$ cat config.mk
export PLATFORM = sky130hd
export DESIGN_NAME = asl_prep
export DESIGN_NICKNAME = d
export VERILOG_FILES = /design/src/rtl/audio_soft_limiter_assert.svh /design/src/rtl/asl_pkg.sv /design/src/rtl/asl_prep.sv
export SDC_FILE = /design/constraint.sdc
export NUM_CORES = 1
export LEC_CHECK = 0
export ABC_AREA = 1
export ABC_CLOCK_PERIOD_IN_PS = 22500
export BUFFER_PORTS_ARGS = -buffer_cell sky130_fd_sc_hd__buf_2
export CAP_MARGIN = 15
export CELL_PAD_IN_SITES_DETAIL_PLACEMENT = 0
export CELL_PAD_IN_SITES_GLOBAL_PLACEMENT = 1
export CORE_MARGIN = 1.5
export CORE_UTILIZATION = 37
export CTS_BUF_LIST = sky130_fd_sc_hd__clkbuf_16
export DETAILED_ROUTE_END_ITERATION = 6
export HOLD_SLACK_MARGIN = 0.03
export PLACE_DENSITY = 0.91
export SYNTH_ARGS = -nofsm -noshare
export SYNTH_HDL_FRONTEND = slang
export SYNTH_SLANG_ARGS = --single-unit
$ cat constraint.sdc
create_clock -name i_clk -period 22.5 [get_ports i_clk]
set_input_delay 6.75 -clock i_clk [delete_from_list [all_inputs] [get_ports i_clk]]
set_output_delay 6.75 -clock i_clk [all_outputs]
set_load 0.05 [all_outputs]
$ cat src/rtl/audio_soft_limiter_assert.svh
// assertion macros for the audio soft limiter
// used by the top level only; expects a clock i_clk and a low reset i_rst_n in scope
`ifndef AUDIO_SOFT_LIMITER_ASSERT_SVH
`define AUDIO_SOFT_LIMITER_ASSERT_SVH

// consequent must hold in the same cycle as the antecedent
`define ASL_ASSERT_NOW(lbl, ante, cons, msg) \
    lbl: assert property (@(posedge i_clk) disable iff (!i_rst_n) (ante) |-> (cons)) \
        else $error(msg);

// consequent must hold in the cycle after the antecedent
`define ASL_ASSERT_NEXT(lbl, ante, cons, msg) \
    lbl: assert property (@(posedge i_clk) disable iff (!i_rst_n) (ante) |=> (cons)) \
        else $error(msg);

`endif

$ cat src/rtl/asl_pkg.sv
// shared types and constants of the audio soft limiter
// no dependencies; imported by every module of the block
`timescale 1ns / 1ps
`default_nettype none

package asl_pkg;

    // fixed field widths
    localparam int LEVEL_W    = 23;
    localparam int KNEE_W     = 47;
    localparam int CFG_IDX_W  = 2;
    localparam int CFG_DATA_W = 47;

    // register indexes
    localparam logic [CFG_IDX_W-1:0] CFG_MAX_LEVEL = 2'd0;
    localparam logic [CFG_IDX_W-1:0] CFG_THRESHOLD = 2'd1;
    localparam logic [CFG_IDX_W-1:0] CFG_KNEE      = 2'd2;

    // register reset values
    localparam logic [LEVEL_W-1:0] MAX_LEVEL_RST = 23'h7F_FFFF;
    localparam logic [LEVEL_W-1:0] THRESHOLD_RST = 23'h7F_FFFF;
    localparam logic [KNEE_W-1:0]  KNEE_RST      = 47'd0;

    // per-word flags carried down the pipeline
    typedef struct packed {
        logic neg;
        logic bypass;
    } t_flags;

endpackage

`default_nettype wire

$ cat src/rtl/asl_prep.sv
// entry stage: sign, magnitude and threshold test, loads the divider chain
// depends on asl_pkg
`timescale 1ns / 1ps
`default_nettype none

module asl_prep
    import asl_pkg::*;
#(
    parameter int SAMPLE_BITS = 24
) (
    input  wire logic                   i_clk,
    input  wire logic                   i_rst_n,
    input  wire logic                   i_vld,
    output logic                        o_rdy,
    input  wire logic [SAMPLE_BITS-1:0] i_raw,
    input  wire logic [LEVEL_W-1:0]     i_thr,
    input  wire logic [KNEE_W-1:0]      i_knee,
    output logic                        o_vld,
    input  wire logic                   i_rdy,
    output logic [SAMPLE_BITS-1:0]      o_raw,
    output t_flags                      o_flg,
    output logic [SAMPLE_BITS-1:0]      o_mag,
    output logic [SAMPLE_BITS-1:0]      o_rem,
    output logic [KNEE_W-1:0]           o_dq
);

    localparam int CW = (SAMPLE_BITS > LEVEL_W) ? SAMPLE_BITS : LEVEL_W;

    logic                   r_vld;
    logic [SAMPLE_BITS-1:0] r_raw;
    t_flags                 r_flg;
    logic [SAMPLE_BITS-1:0] r_mag;
    logic [KNEE_W-1:0]      r_dq;

    logic                   w_load;
    t_flags                 n_flg;
    logic [SAMPLE_BITS-1:0] n_mag;

    // magnitude, most negative sample maps to 2^(n-1) unsigned
    always_comb begin
        n_flg.neg    = i_raw[SAMPLE_BITS-1];
        n_mag        = n_flg.neg ? (~i_raw) + SAMPLE_BITS'(1) : i_raw;
        n_flg.bypass = CW'(n_mag) <= CW'(i_thr);
    end

    assign o_rdy  = !r_vld || i_rdy;
    assign w_load = i_vld && o_rdy;

    // stage valid
    always_ff @(posedge i_clk) begin
        if (!i_rst_n) begin
            r_vld <= 1'b0;
        end else if (o_rdy) begin
            r_vld <= i_vld;
        end
    end

    // stage payload
    always_ff @(posedge i_clk) begin
        if (w_load) begin
            r_raw <= i_raw;
            r_flg <= n_flg;
            r_mag <= n_mag;
            r_dq  <= i_knee;
        end
    end

    assign o_vld = r_vld;
    assign o_raw = r_raw;
    assign o_flg = r_flg;
    assign o_mag = r_mag;
    assign o_rem = '0;
    assign o_dq  = r_dq;

endmodule

`default_nettype wire

==> out/results.ini <==
[status]
status=finished clean

[timing]
hold_viol_final=0
slew_viol_final=0
fin_crit_sh=0.622
period_needed_ns=14.01
setup_viol=0
rsz0062_at_grt=false
slew-limit-headroom=0.341
tns_ns=0
fmax_ghz=0.0714
worst_pin_slew_ns=0.986
skew_ns=0.00422

[setup_path]
worstPathArrival_ns=7.26
critPathKind=in2out
rr_worst_depth=2
cp_num_buf_inv=3
critPathLaunchType=input pin
cpMostUsedCell=buf_2
rr_startpoint=o_vld$_SDFFE_PN0N_
slowest_delay_ns=0.22
rrSetupSlack_ns=20.13
rr_endpoint=o_dq[6]$_DFFE_PP_
crit_fanout=2
cp.required_ns=15.75
crit_chain=buf_2, inv_1, nand2_1, buf_2
crit_family=buffers and inverters
cp_slowest_cell=buf_2
endpoint_kind=output port

[power_and_ir_drop]
power_leakage_uw=0.00266
vdd_drop_max_mv=0.0593
powerDensity_mw_per_mm2=83.3

[route]
wl_per_cell_um=15.5
drc=0
viasPerCell=4.57
ant_nets=0
num_vias=3143
drtPass1Iterations=4
wirelength_um=10600
drt-initial-drc-count=176

[global_routing]
grt-ovfl-total=0
grt_max_degree=67
grt_pass1_vias=3062
grt.total_usage=0.170
antenna_found_initial=0
grt_pass1_wl_um=16000

[min_path]
hold_start=o_vld$_SDFFE_PN0N_
holdPathEnd=o_vld$_SDFFE_PN0N_
hold_depth=2
hold_path_class=reg2reg

[logic_synthesis]
synthTopCellsByArea=edfxtp_1, ha_1, buf_4
yosys_most_used_dff=edfxtp_1
synth.most_common_cell=edfxtp_1
synth_top_area_share=0.659
synth_cell_types=33
synth_async_sr_flop_share=0
netlist_area_mm2=0.00433
syn_area_per_cell_um2=12.9
synth_edf_count=95
synthTopCellsByCount=edfxtp_1, nand2_1, inv_1
synthCells=336
synth_top_area_cell=edfxtp_1
ys_seq_area_frac=0.664
ys_ff_latch=96
yosysWarnings=0

[placement]
hpwl_um=8510
gp_congestion=0.828
placed_area_mm2=0.00538
portBuffers=196

[finish]
seq_area_mm2=0.00287
area_growth_pct=31.8
antennaDiodeCount=0
nets=661
drive_gt1_frac=0.425
multiInputGateArea_mm2=0.00118
stdcell_area_mm2=0.00570
nFillCells=1022

[clocking]
cts_tree=done
cts_made_buffers=9
cts-root-buf=clkbuf_16
cts.htree.levels=3
hold_buffers=0
clkSinkCount=96
cts_max_path_buffers=2
cts_resized=0
cts.reportedPaths.clkPinSlew_ns=0.06
post-cts-setup-buffers=0
clkLatencyLatePin_ns=0.34

[floorplan]
core-area_mm2=0.0114
num_io_pins=221
initial_core_util=0.379
die_w_um=111
dieArea_mm2=0.0124
die_h_um=111
fp-row-count=39

[job]
max-cap-violations=0

==> how the worst max path moves through the flow <==
stage / end / slack [ns] / start / depth (start not counted)
after floorplan: o_rdy / 8.62 / i_rdy / 2
after global placement: o_rdy / 8.52 / i_rdy / 4
after detailed placement: o_rdy / 8.49 / i_rdy / 4
after CTS: o_rdy / 8.49 / i_rdy / 4
after global routing: o_rdy / 8.48 / i_rdy / 4
final: o_rdy / 8.49 / i_rdy / 4
==> tightest hold or removal path: cells and delay by family, from the launching register on <==
kind               cells  cell delay (ns)
AOI/OAI and AO/OA      1             0.09
DFF                    1             0.35
and+or+nand+nor        1             0.10
==> placed cells by master (no fill, tap or decap), types with 2 or more instances in the layout <==
cell,n
buf_2,196
edfxtp_1,95
nand2_1,45
inv_1,42
ha_1,24
conb_1,24
nor2_1,23
xor2_1,16
a21oi_1,12
clkbuf_16,9
nand3_1,8
o21ai_0,6
nor2_2,5
nor2_4,3
nand2_2,3
xnor2_1,3
nand4_1,3
inv_2,2
o31ai_1,2
nand3_2,2
bufinv_16,2
inv_6,2
==> kinds of logic after synthesis <==
logic type	after synthesis	share of synthesized area
AND/OR/NAND/NOR	96	0.104
flip-flops	96	0.664
buffers and inverters	72	0.0865
AO/OA/AOI/OAI	28	0.0370
adder cells (fa/ha/maj)	24	0.0694
XOR/XNOR	19	0.0385
other	1	0.000867
==> flip-flops by register name, summed over array words and instances, names as in the netlist <==
signal and flops:
o_raw 24, o_vld 1, o_dq 47, o_mag 23, o_flg 1
==> routing by layer <==
layer	vias up	track usage	wire length, µm
met2	148	0.302	5550
met1	1488	0.197	4020
met5	-	0	0
li1	1498	-	-
met4	0	0.0506	95
met3	9	0.0541	971
==> where the power goes <==
part           switching (µW)  internal (µW)  leakage (µW)  total, µW
logic                    76.7           22.9       0.00158       99.7
registers                2.92            211      0.000928        214
clock network            64.1           97.3      0.000155        161
==> per-stage QoR <==
stage               power, µW  utilization  cells  setup WS (ns)  hold WS (ns)
finish                    475        0.499    687           8.49         0.593
detailed placement        318        0.472    671           8.49         0.587
CTS                       479        0.499    687           8.49         0.597
global placement          315        0.472    671           8.52         0.534
global route              494        0.499    687           8.48         0.625
floorplan                 295            -    359           8.62          1.11
==> final cells by class <==
class | count | area share
multi-input cells | 191 | 0.206
flip-flops and latches | 96 | 0.504
clock buffers | 9 | 0.0395
repair buffers | 197 | 0.173
well taps | 143 | 0.0314
clock inverters | 7 | 0.0162
inverters | 44 | 0.0292
No activity file was read; power rests on OpenSTA's default activity.
