`config.mk`:
```
export PLATFORM = sky130hd
export DESIGN_NAME = asl_div_cell
export DESIGN_NICKNAME = d
export VERILOG_FILES = /design/src/rtl/audio_soft_limiter_assert.svh /design/src/rtl/asl_pkg.sv /design/src/rtl/asl_div_cell.sv
export SDC_FILE = /design/constraint.sdc
export NUM_CORES = 1
export LEC_CHECK = 0
export BUFFER_PORTS_ARGS = -buffer_cell sky130_fd_sc_hd__clkbuf_2
export CORE_ASPECT_RATIO = 0.5
export CORE_MARGIN = 3
export CORE_UTILIZATION = 45
export DETAILED_ROUTE_END_ITERATION = 6
export GPL_ROUTABILITY_DRIVEN = 0
export PLACE_DENSITY = 0.8
export SYNTH_ARGS = -nofsm -noshare
export SYNTH_HDL_FRONTEND = slang
export SYNTH_SLANG_ARGS = --single-unit
```
`constraint.sdc`:
```
create_clock -name i_clk -period 5 [get_ports i_clk]
set_clock_uncertainty 0.05 [all_clocks]
set_input_delay 0.25 -clock i_clk [delete_from_list [all_inputs] [get_ports i_clk]]
set_output_delay 0.25 -clock i_clk [all_outputs]
set_load 0.02 [all_outputs]
```
`src/rtl/audio_soft_limiter_assert.svh`:
```
// assertion macros for the audio soft limiter
// used by the top level only; expects a clock i_clk and a low reset i_rst_n in scope
`ifndef AUDIO_SOFT_LIMITER_ASSERT_SVH
`define AUDIO_SOFT_LIMITER_ASSERT_SVH

// consequent must hold in the same cycle as the antecedent
`define ASL_ASSERT_NOW(lbl, ante, cons, msg) \
    lbl: assert property (@(posedge i_clk) disable iff (!i_rst_n) (ante) |-> (cons)) \
        else $error(msg);

// consequent must hold in the cycle after the antecedent
`define ASL_ASSERT_NEXT(lbl, ante, cons, msg) \
    lbl: assert property (@(posedge i_clk) disable iff (!i_rst_n) (ante) |=> (cons)) \
        else $error(msg);

`endif

```
`src/rtl/asl_pkg.sv`:
```
// shared types and constants of the audio soft limiter
// no dependencies; imported by every module of the block
`timescale 1ns / 1ps
`default_nettype none

package asl_pkg;

    // fixed field widths
    localparam int LEVEL_W    = 23;
    localparam int KNEE_W     = 47;
    localparam int CFG_IDX_W  = 2;
    localparam int CFG_DATA_W = 47;

    // register indexes
    localparam logic [CFG_IDX_W-1:0] CFG_MAX_LEVEL = 2'd0;
    localparam logic [CFG_IDX_W-1:0] CFG_THRESHOLD = 2'd1;
    localparam logic [CFG_IDX_W-1:0] CFG_KNEE      = 2'd2;

    // register reset values
    localparam logic [LEVEL_W-1:0] MAX_LEVEL_RST = 23'h7F_FFFF;
    localparam logic [LEVEL_W-1:0] THRESHOLD_RST = 23'h7F_FFFF;
    localparam logic [KNEE_W-1:0]  KNEE_RST      = 47'd0;

    // per-word flags carried down the pipeline
    typedef struct packed {
        logic neg;
        logic bypass;
    } t_flags;

endpackage

`default_nettype wire

```
`src/rtl/asl_div_cell.sv`:
```
// one restoring-division cell: takes one dividend bit, yields one quotient bit
// depends on asl_pkg
`timescale 1ns / 1ps
`default_nettype none

module asl_div_cell
    import asl_pkg::*;
#(
    parameter int SAMPLE_BITS = 24
) (
    input  wire logic                   i_clk,
    input  wire logic                   i_rst_n,
    input  wire logic                   i_vld,
    output logic                        o_rdy,
    input  wire logic [SAMPLE_BITS-1:0] i_raw,
    input  wire t_flags                 i_flg,
    input  wire logic [SAMPLE_BITS-1:0] i_mag,
    input  wire logic [SAMPLE_BITS-1:0] i_rem,
    input  wire logic [KNEE_W-1:0]      i_dq,
    output logic                        o_vld,
    input  wire logic                   i_rdy,
    output logic [SAMPLE_BITS-1:0]      o_raw,
    output t_flags                      o_flg,
    output logic [SAMPLE_BITS-1:0]      o_mag,
    output logic [SAMPLE_BITS-1:0]      o_rem,
    output logic [KNEE_W-1:0]           o_dq
);

    logic                   r_vld;
    logic [SAMPLE_BITS-1:0] r_raw;
    t_flags                 r_flg;
    logic [SAMPLE_BITS-1:0] r_mag;
    logic [SAMPLE_BITS-1:0] r_rem;
    logic [KNEE_W-1:0]      r_dq;

    logic                   w_load;
    logic [SAMPLE_BITS:0]   w_part;
    logic [SAMPLE_BITS:0]   w_diff;
    logic                   w_ge;
    logic [SAMPLE_BITS-1:0] n_rem;
    logic [KNEE_W-1:0]      n_dq;

    // shift in the next dividend bit, trial subtract the divisor
    always_comb begin
        w_part = {i_rem, i_dq[KNEE_W-1]};
        w_diff = w_part - {1'b0, i_mag};
        w_ge   = w_part >= {1'b0, i_mag};
        n_rem  = w_ge ? w_diff[SAMPLE_BITS-1:0] : w_part[SAMPLE_BITS-1:0];
        n_dq   = {i_dq[KNEE_W-2:0], w_ge};
    end

    assign o_rdy  = !r_vld || i_rdy;
    assign w_load = i_vld && o_rdy;

    // cell valid
    always_ff @(posedge i_clk) begin
        if (!i_rst_n) begin
            r_vld <= 1'b0;
        end else if (o_rdy) begin
            r_vld <= i_vld;
        end
    end

    // cell payload
    always_ff @(posedge i_clk) begin
        if (w_load) begin
            r_raw <= i_raw;
            r_flg <= i_flg;
            r_mag <= i_mag;
            r_rem <= n_rem;
            r_dq  <= n_dq;
        end
    end

    assign o_vld = r_vld;
    assign o_raw = r_raw;
    assign o_flg = r_flg;
    assign o_mag = r_mag;
    assign o_rem = r_rem;
    assign o_dq  = r_dq;

endmodule

`default_nettype wire

```
==> run_results.csv <==
group,metric,value,unit
sta,max_clock_freq,282,MHz
final_layout,proportion_of_layout_cells_with_a_drive_suffix_above_1,0.384,
clock_network,cts_buf_count,17,
floorplanning,core_area,11200,um2
grt,total_gr_overflow,0,
critical_path,rrSetupSlack,2.65,ns
clock_network,root_buffer,"sky130_fd_sc_hd__clkbuf_16",
power_and_ir_drop,vdd_ir_drop_max,268,uV
yosys,synthDistinctLibCells,47,
yosys,synth-compound-area-share,0.114,
sta,min_period,3.55,ns
clock_network,clock_tree.buffer_depth,2,
yosys,ys_seq_elements,122,
critical_path,crit_path_max_cell_delay,0.79,ns
final_layout,final.fill_count,744,
power_and_ir_drop,power_density,366,nW/um2
clock_network,cts.repair_timing.setup_buffer_count,0,
floorplanning,std_cell_rows,27,
min_path,hold_path.startpoint,"i_rst_n",
yosys,synth.yosys.seq_area_share,0.688,
outcome,run_status,"completed",
clock_network,cts_tree,"done",
sta,finalMaxSlewViolations,0,
critical_path,cp-start-kind,"input port",
final_layout,multiInputGateArea,1480,um2
min_path,hold_path_depth,2,
critical_path,r2r-end,"o_rem[23]$_DFFE_PP_",
drt,drt-pass1-iter-count,5,
grt,grt_antenna_before_repair,1,
drt,post_drt_wl_per_cell,16.5,um
yosys,post_synth.cell_area_avg,14.1,um2
yosys,ys_dominant_reg_cell,"sky130_fd_sc_hd__edfxtp_1",
final_layout,area_growth_syn_to_layout,55.6,%
min_path,holdPathEnd,"o_vld$_SDFFE_PN0N_",
sta,finalWorstSetupSlack,1.45,ns
grt,vias_in_the_first_global_route,4528,
drt,dr_total_vias,4451,
clock_network,clock_sinks,122,
grt,global_route_wire_length_before_repair,23400,um
yosys,yosys.area_share.adder,0.0603,
sta,rsz_0062_raised_after_global_routing,"false",
sta,timing.final.setup_violations,0,
floorplanning,die_x,160,um
clock_network,clk_pin_slew,0.06,ns
floorplanning,overall_die_area,13200,um2
yosys,post_synth_inst_count,377,
floorplanning,starting_density,0.472,
critical_path,timing.rr.start,"o_vld$_SDFFE_PN0N_",
sta,final-hold-violation-count,0,
sta,fin_setup_tns,0,ns
grt,tot_gr_track_use,0.223,
sta,slew-limit-headroom,0.252,
sta,tightestPinTransition,1.12,ns
yosys,post_synth_instance_area,5310,um2
yosys,yosys.area_share.simple,0.0719,
power_and_ir_drop,leakage,3.68,nW
drt,drt-initial-drc-count,213,
critical_path,cp.arrival,3.64,ns
critical_path,worstSetupPathType,"input port to register",
final_layout,layout_common_cells,"sky130_fd_sc_hd__clkbuf_2, sky130_fd_sc_hd__edfxtp_1, sky130_fd_sc_hd__dlygate4sd3_1",
clock_network,number_of_levels_in_the_clock_h_tree,4,
place,detailed_place_hpwl,10200,um
place,detailedPlace.worstSlack,1.61,ns
critical_path,crit_chain,"dlygate4sd3_1, clkbuf_2, inv_1, ha_1, a21oi_1, o21ai_1, a311o_1, a311o_1, a21oi_4, mux2_1",
critical_path,worst_setup_path_end_kind,"register",
final_layout,num-nets-final,882,
critical_path,r2r_cells,3,
critical_path,worst_path_max_delay_cell,"sky130_fd_sc_hd__a21oi_4",
yosys,synth_enable_flop_cells,121,
final_layout,sequential_cell_area,3650,um2
floorplanning,boundaryPins,248,
yosys,postSynthNetCount,527,
yosys,synth_top_family_by_area,"compound AO/OA/AOI/OAI gates",
drt,antenna_violating_nets_post_route,0,
yosys,async_set_or_reset_register_ratio_after_synthesis,0,
min_path,worstHoldPathType,"input port to register",
grt,grt_start_max_net_pins,87,
place,total_of_buffers_placed_on_input_and_output_ports,247,
critical_path,crit_fanout,46,
flow_run,cap_viol_max_count,0,
critical_path,critPathMostFrequentCell,"sky130_fd_sc_hd__a311o_1",
drt,detail_route.drc_violations,0,
final_layout,mostFrequentLayoutCell,"sky130_fd_sc_hd__clkbuf_2",
drt,routed_via_density,4.92,
yosys,synth.area.mux_share,0.00801,
sta,final.period_utilization,0.709,
clock_network,clock_latency,0.40,ns
floorplanning,die_h,82.8,um
yosys,yosysWarnings,0,
drt,totalWireLength,15000,um
critical_path,required,5.09,ns
yosys,synth_xor_area_frac,0.0247,
-- what timing repair did --
item                      CTS  global route
hold endpoints to repair   95             0
gates resized for setup     0             0
hold buffers               95             0
-- where the power goes --
part,internal [mW],switching [mW]
Sequential,1.22,0.0211
Combinational,0.216,0.304
Clock,0.794,0.466
Total,2.23,0.791
-- worst max path at each step --
stage / start / end / slack (ns) / cells past startpoint
3_3_place_gp: i_mag[19] / o_rem[4]$_DFFE_PP_ / 1.72 / 9
4_1_cts: i_mag[18] / o_rem[5]$_DFFE_PP_ / 1.46 / 10
3_5_place_dp: i_mag[18] / o_rem[5]$_DFFE_PP_ / 1.61 / 9
2_1_floorplan: o_vld$_SDFFE_PN0N_ / o_dq[0]$_DFFE_PP_ / 1.02 / 2
6_report: i_mag[18] / o_rem[5]$_DFFE_PP_ / 1.45 / 10
5_1_grt: i_mag[18] / o_rem[5]$_DFFE_PP_ / 1.29 / 10
-- logic make-up after synthesis --
| group | Yosys count |
|---|---|
| AND/OR/NAND/NOR | 83 |
| buffers and inverters | 38 |
| adder cells (fa/ha/maj) | 25 |
| flip-flops | 122 |
| AO/OA/AOI/OAI | 90 |
| XOR/XNOR | 15 |
| multiplexers | 4 |
-- per-stage QoR --
step           hold slack [ns]  utilization  instances  area (um2)  power (mW)
3_5_place_dp             0.379        0.595        777        6700        1.72
2_1_floorplan            0.299            -        377        5310        1.55
3_3_place_gp             0.377        0.595        777        6700        1.70
4_1_cts                 0.0145        0.734        903        8260        3.04
5_1_grt                 0.0308        0.734        904        8260        3.14
6_report                0.0380        0.734        904        8260        3.02
-- Yosys cell counts (all sizes together) (4+ instances only) --
master  number  area, um2
edfxtp     121       3630
xnor2        5       43.8
o31a         4       35.0
a211oi       5       37.5
nand4        4       25.0
o21a         6       45.0
ha          24        300
xor2        10       87.6
nor2b        4       25.0
a21o         9       67.6
inv         31        116
nand2       38        143
nor2        15       56.3
buf          6       55.1
o31ai        4       30.0
nor3         9       45.0
o21ai       27        135
a21oi       18        101
-- cell type report --
type                    count  share of cell area
flip-flops and latches    122               0.442
repair buffers            343               0.266
multi-input cells         217               0.179
clock buffers              17              0.0515
well taps                 159              0.0241
clock inverters            14              0.0226
inverters                  31              0.0141
diodes                      1            0.000303
-- flip-flops by register name, summed over array words and instances, names as in the netlist --
signal and cells:
o_mag 24, o_flg 2, o_rem 24, o_dq 47, o_raw 24, o_vld 1
-- worst max-delay path, delay by kind of cell --
kind            cells  cell delay, ns
fa+ha+maj           1            0.40
buf+inv             3            0.68
mux                 1            0.39
compound gates      5            1.90
-- per-layer routing --
metal | vias up | global-route usage | wire, um
met5 | - | 0 | 0
li1 | 2144 | - | -
met3 | 28 | 0.0463 | 759
met2 | 161 | 0.414 | 8030
met4 | 0 | 0.0945 | 354
met1 | 2118 | 0.249 | 5810
Note: power is estimated with default switching activity, not from simulation.
