`config.mk`:
```
export PLATFORM = sky130hd
export DESIGN_NAME = asl_post
export DESIGN_NICKNAME = d
export VERILOG_FILES = /design/src/rtl/audio_soft_limiter_assert.svh /design/src/rtl/asl_pkg.sv /design/src/rtl/asl_post.sv
export SDC_FILE = /design/constraint.sdc
export NUM_CORES = 1
export LEC_CHECK = 0
export BUFFER_PORTS_ARGS = -buffer_cell sky130_fd_sc_hd__buf_2
export CAP_MARGIN = 5
export CELL_PAD_IN_SITES_DETAIL_PLACEMENT = 1
export CELL_PAD_IN_SITES_GLOBAL_PLACEMENT = 1
export CORE_MARGIN = 2
export CORE_UTILIZATION = 42
export CTS_BUF_LIST = sky130_fd_sc_hd__clkbuf_8
export DETAILED_ROUTE_END_ITERATION = 16
export PLACE_DENSITY_LB_ADDON = 0.2
export SETUP_SLACK_MARGIN = 0.5
export SLEW_MARGIN = 20
export SYNTH_ARGS = -nofsm -noshare
export SYNTH_HDL_FRONTEND = slang
export SYNTH_SLANG_ARGS = --single-unit
```
`constraint.sdc`:
```
create_clock -name i_clk -period 5.55 [get_ports i_clk]
set_clock_uncertainty 0.05 [all_clocks]
set_input_delay 0.8325 -clock i_clk [delete_from_list [all_inputs] [get_ports i_clk]]
set_output_delay 0.8325 -clock i_clk [all_outputs]
set_load 0.05 [all_outputs]
```
`src/rtl/audio_soft_limiter_assert.svh`:
```
// assertion macros for the audio soft limiter
// used by the top level only; expects a clock i_clk and a low reset i_rst_n in scope
`ifndef AUDIO_SOFT_LIMITER_ASSERT_SVH
`define AUDIO_SOFT_LIMITER_ASSERT_SVH

// consequent must hold in the same cycle as the antecedent
`define ASL_ASSERT_NOW(lbl, ante, cons, msg) \
    lbl: assert property (@(posedge i_clk) disable iff (!i_rst_n) (ante) |-> (cons)) \
        else $error(msg);

// consequent must hold in the cycle after the antecedent
`define ASL_ASSERT_NEXT(lbl, ante, cons, msg) \
    lbl: assert property (@(posedge i_clk) disable iff (!i_rst_n) (ante) |=> (cons)) \
        else $error(msg);

`endif

```
`src/rtl/asl_pkg.sv`:
```
// shared types and constants of the audio soft limiter
// no dependencies; imported by every module of the block
`timescale 1ns / 1ps
`default_nettype none

package asl_pkg;

    // fixed field widths
    localparam int LEVEL_W    = 23;
    localparam int KNEE_W     = 47;
    localparam int CFG_IDX_W  = 2;
    localparam int CFG_DATA_W = 47;

    // register indexes
    localparam logic [CFG_IDX_W-1:0] CFG_MAX_LEVEL = 2'd0;
    localparam logic [CFG_IDX_W-1:0] CFG_THRESHOLD = 2'd1;
    localparam logic [CFG_IDX_W-1:0] CFG_KNEE      = 2'd2;

    // register reset values
    localparam logic [LEVEL_W-1:0] MAX_LEVEL_RST = 23'h7F_FFFF;
    localparam logic [LEVEL_W-1:0] THRESHOLD_RST = 23'h7F_FFFF;
    localparam logic [KNEE_W-1:0]  KNEE_RST      = 47'd0;

    // per-word flags carried down the pipeline
    typedef struct packed {
        logic neg;
        logic bypass;
    } t_flags;

endpackage

`default_nettype wire

```
`src/rtl/asl_post.sv`:
```
// exit stages: round the quotient up, subtract from the peak, clamp and restore sign, or pass a bypassed word raw
// depends on asl_pkg
`timescale 1ns / 1ps
`default_nettype none

module asl_post
    import asl_pkg::*;
#(
    parameter int SAMPLE_BITS = 24
) (
    input  wire logic                   i_clk,
    input  wire logic                   i_rst_n,
    input  wire logic                   i_vld,
    output logic                        o_rdy,
    input  wire logic [SAMPLE_BITS-1:0] i_raw,
    input  wire t_flags                 i_flg,
    input  wire logic [SAMPLE_BITS-1:0] i_rem,
    input  wire logic [KNEE_W-1:0]      i_quo,
    input  wire logic [LEVEL_W-1:0]     i_max,
    output logic                        o_vld,
    input  wire logic                   i_rdy,
    output logic [SAMPLE_BITS-1:0]      o_data
);

    localparam int PW = (SAMPLE_BITS - 1 > LEVEL_W) ? SAMPLE_BITS - 1 : LEVEL_W;
    localparam logic [PW-1:0] POS_MAX = PW'((64'd1 << (SAMPLE_BITS - 1)) - 64'd1);

    logic                   r_a_vld;
    logic [SAMPLE_BITS-1:0] r_a_raw;
    t_flags                 r_a_flg;
    logic [LEVEL_W-1:0]     r_a_lvl;
    logic                   r_b_vld;
    logic [SAMPLE_BITS-1:0] r_b_data;

    logic                   w_a_load;
    logic                   w_b_rdy;
    logic                   w_b_load;
    logic [KNEE_W:0]        w_qc;
    logic                   w_sat;
    logic [LEVEL_W-1:0]     n_a_lvl;
    logic [PW-1:0]          w_ext;
    logic [PW-1:0]          w_clip;
    logic [SAMPLE_BITS-1:0] w_mag;
    logic [SAMPLE_BITS-1:0] n_b_data;

    // ceiling of the quotient, then peak minus it, saturating at zero
    always_comb begin
        w_qc    = {1'b0, i_quo} + (KNEE_W + 1)'(i_rem != '0);
        w_sat   = w_qc >= (KNEE_W + 1)'(i_max);
        n_a_lvl = w_sat ? '0 : i_max - w_qc[LEVEL_W-1:0];
    end

    // clamp to the positive range of the sample and put the sign back, or pass a bypassed word raw
    always_comb begin
        w_ext  = PW'(r_a_lvl);
        w_clip = (w_ext > POS_MAX) ? POS_MAX : w_ext;
        w_mag  = {1'b0, w_clip[SAMPLE_BITS-2:0]};
        if (r_a_flg.bypass) begin
            n_b_data = r_a_raw;
        end else if (r_a_flg.neg) begin
            n_b_data = (~w_mag) + SAMPLE_BITS'(1);
        end else begin
            n_b_data = w_mag;
        end
    end

    assign w_b_rdy  = !r_b_vld || i_rdy;
    assign o_rdy    = !r_a_vld || w_b_rdy;
    assign w_a_load = i_vld && o_rdy;
    assign w_b_load = r_a_vld && w_b_rdy;

    // stage valids
    always_ff @(posedge i_clk) begin
        if (!i_rst_n) begin
            r_a_vld <= 1'b0;
            r_b_vld <= 1'b0;
        end else begin
            if (o_rdy) begin
                r_a_vld <= i_vld;
            end
            if (w_b_rdy) begin
                r_b_vld <= r_a_vld;
            end
        end
    end

    // stage payloads, the second one is the output register
    always_ff @(posedge i_clk) begin
        if (w_a_load) begin
            r_a_raw <= i_raw;
            r_a_flg <= i_flg;
            r_a_lvl <= n_a_lvl;
        end
        if (w_b_load) begin
            r_b_data <= n_b_data;
        end
    end

    assign o_vld  = r_b_vld;
    assign o_data = r_b_data;

endmodule

`default_nettype wire

```
==> out/qor.txt <==
Mapped Avg Cell Area: 9.19 sq um
setup TNS: 0 ns
port bufs: 149
crit path launch type: input port
placed wire-length estimate: 12900 microns
cells on worst reg2reg path: 10
Reg clk slew, reported paths: 0.07 ns
Clock Path Buffers: 2
synthesis-stage register bit count: 75
# IOs: 150
Pint: 1.00 mW
largest net degree at the start of global routing: 50
GPL Wtd Cong: 0.891
clock root buffer: clkbuf_8
Yosys cell types: 60
die width: 123 microns
post-route cell area: 7050 sq um
initial antenna violation count: 0
most frequent cells in the layout: buf_2 (149), edfxtp_1 (73), nand2_1 (59)
combinational share of power: 0.262
Slew @ Worst Pin: 0.675 ns
most common cell after layout, fill and taps aside: buf_2
latest clock arrival within the worst-skew pair: 0.35 ns
drt drc: 0
GRT Residual Overflow: 0
crit end category: register
RSZ-0062 raised after global routing: true
Clock power frac: 0.271
DP Area: 6830 sq um
Synth Flop Type: edfxtp_1
Worst R2R Setup Slack: 2.19 ns
Core Region: 13800 sq um
Fillers: 1659
Die Y: 123 microns
Max-Cap Viols: 0
period utilization: 0.838
fmax: 0.215 GHz
Std-Cell Rows: 43
status: finished clean
Worst EP arrival: 4.70 ns
crit path from: i_rem[12]
Syn Std Cell Area: 5920 sq um
FF-to-FF Start: r_a_lvl[1]
total clock buffers created by CTS: 9
Seq/Total Area, Yosys: 0.377
GRT Util Overall: 0.214
Area Overhead vs Synth: 19.0%
layout cells sized above 1: 0.228
hold depth: 2
Final setup viols: 0
switching part of the total: 0.302
vias per inst: 5.43
Max rail drop VDD: 105 uV
Critical Path Fanout Max: 11
PD cells: 204 nW/um^2
H-tree levels: 3
WL per Instance: 16.1 microns
Initial Utilization: 0.428
Hold Crit Start: r_a_raw[21]
first-pass GRT wire length: 25600 microns
CTS tree: yes
Crit Path Class: input port to register
switching pwr: 0.434 mW
hold crit path type: register to register
Clock Sinks: 75
fin. max-slew vios: 0
antenna diode count: 0
cell count after synthesis: 644
DRT Wirelength: 15600 microns
Rel. slew slack: 0.549
Fin. Hold Viols: 0
Post-synth EDFFs: 73
Vias: 5277
Net Count, Synth: 817
Seq pwr share: 0.467
drt first pass iters: 4
Post-synth ARST share: 0
CP required: 5.60 ns
Synth warnings: 0
nets@finish: 959
worst hold endpoint: o_data[21]
area of the die: 15100 sq um
Antenna Nets Post-Route: 0
cts hold-fix bufs: 0
Worst R2R End: o_data[22]
DRT iter0 DRCs: 288
Pleak: 3.13 nW
Final min period: 4.65 ns
number of global-route vias before repair: 5393
power groups by stage:
stage          sequential [mW]  clock, mW  combinational, mW
2_1_floorplan            0.715          0              0.207
3_3_place_gp             0.683          0              0.361
3_5_place_dp             0.685          0              0.375
4_1_cts                  0.673      0.402              0.378
5_1_grt                  0.675      0.428              0.420
6_report                 0.672      0.390              0.376
cell families (layout without fill, tap and decap cells):
| family | Yosys count | after routing | synth area share |
|---|---|---|---|
| multiplexers | 4 | 4 | 0.00698 |
| XOR/XNOR | 60 | 60 | 0.0888 |
| buffers and inverters | 79 | 226 | 0.0514 |
| flip-flops | 75 | 75 | 0.377 |
| adder cells (fa/ha/maj) | 49 | 49 | 0.105 |
| AND/OR/NAND/NOR | 244 | 244 | 0.226 |
| AO/OA/AOI/OAI | 133 | 133 | 0.145 |
metrics by stage:
stage,utilization,setup WS [ns],std cells,hold slack (ns),power (mW)
finish,0.510,0.902,971,0.483,1.44
global route,0.510,0.480,971,0.510,1.52
CTS,0.507,0.802,970,0.484,1.45
detailed placement,0.494,0.425,954,0.468,1.06
global placement,0.493,0.546,953,0.439,1.04
floorplan,-,1.09,644,0.427,0.922
area by class of cell:
cell class | count | area [sq um] | area share
well taps | 180 | 225 | 0.0320
inverters | 56 | 210 | 0.0298
flip-flops and latches | 75 | 2230 | 0.317
repair buffers | 154 | 796 | 0.113
multi-input cells | 490 | 3400 | 0.482
clock buffers | 9 | 124 | 0.0176
clock inverters | 7 | 60.1 | 0.00852
worst max-delay path, stage by stage:
cell and delay, ns:
buf_2 0.10, nor4_1 0.27, and4_1 0.22, nand3_1 0.07, ha_1 0.22, ha_1 0.21, nand3_1 0.18, or2_2 0.26
xnor2_1 0.11, ha_1 0.40, and3_1 0.25, and2_1 0.21, o211ai_1 0.11, o211ai_1 0.29, a31oi_1 0.13, o21ai_0 0.44
nor3_4 0.09, buf_12 0.15, and3b_1 0.15
routing by layer:
metal	vias to the layer above	global-route usage	wire length, microns	part of all wire
met3	13	0.0372	693	0.044
li1	2641	-	-	-
met1	2498	0.278	7300	0.47
met2	125	0.366	7450	0.48
met5	-	0	0	0
met4	0	0.0589	191	0.012
synthesized netlist by cell type (3+ instances only):
cell | count | area (sq um)
nand2_1 | 59 | 221
nand2b_1 | 5 | 31.3
o2111ai_1 | 3 | 26.3
o211ai_1 | 5 | 37.5
clkbuf_1 | 17 | 63.8
and2_1 | 13 | 81.3
or4_1 | 5 | 37.5
ha_1 | 48 | 601
and4_1 | 6 | 52.6
nor2_1 | 25 | 93.8
nor3b_1 | 3 | 22.5
a211oi_1 | 6 | 45.0
mux2i_1 | 3 | 30.0
a21oi_1 | 20 | 100
or2_2 | 5 | 31.3
xnor2_1 | 22 | 193
nand3_1 | 21 | 105
inv_1 | 56 | 210
and3_1 | 15 | 93.8
nor3_1 | 13 | 65.1
nor4_1 | 23 | 144
xor2_1 | 38 | 333
o31ai_1 | 11 | 82.6
o41ai_1 | 3 | 26.3
or3_1 | 14 | 87.6
nor2b_1 | 8 | 50.1
edfxtp_1 | 73 | 2190
a21o_1 | 18 | 135
nand4_1 | 18 | 113
o21ai_0 | 48 | 240
repair_timing:
| item | CTS | global route |
|---|---|---|
| endpoints found under the hold margin | 0 | 0 |
| buffers inserted | 0 | 1 |
| endpoints found under the setup margin | 0 | 11 |
| resized for setup | 0 | 1 |
worst max-delay path by stage:
stage,to,depth (start not counted)
after global placement,r_a_lvl[12],17
after floorplan,r_a_lvl[10],18
after CTS,r_a_lvl[12],17
after global routing,r_a_lvl[5],17
after detailed placement,r_a_lvl[12],17
final,r_a_lvl[21],19
state kept, by name (all words and copies together), names as in the netlist:
name     count
o_data      24
r_a_flg      2
r_a_raw     24
r_a_vld      1
r_a_lvl     23
o_vld        1
No activity file was read; power rests on OpenSTA's default activity.
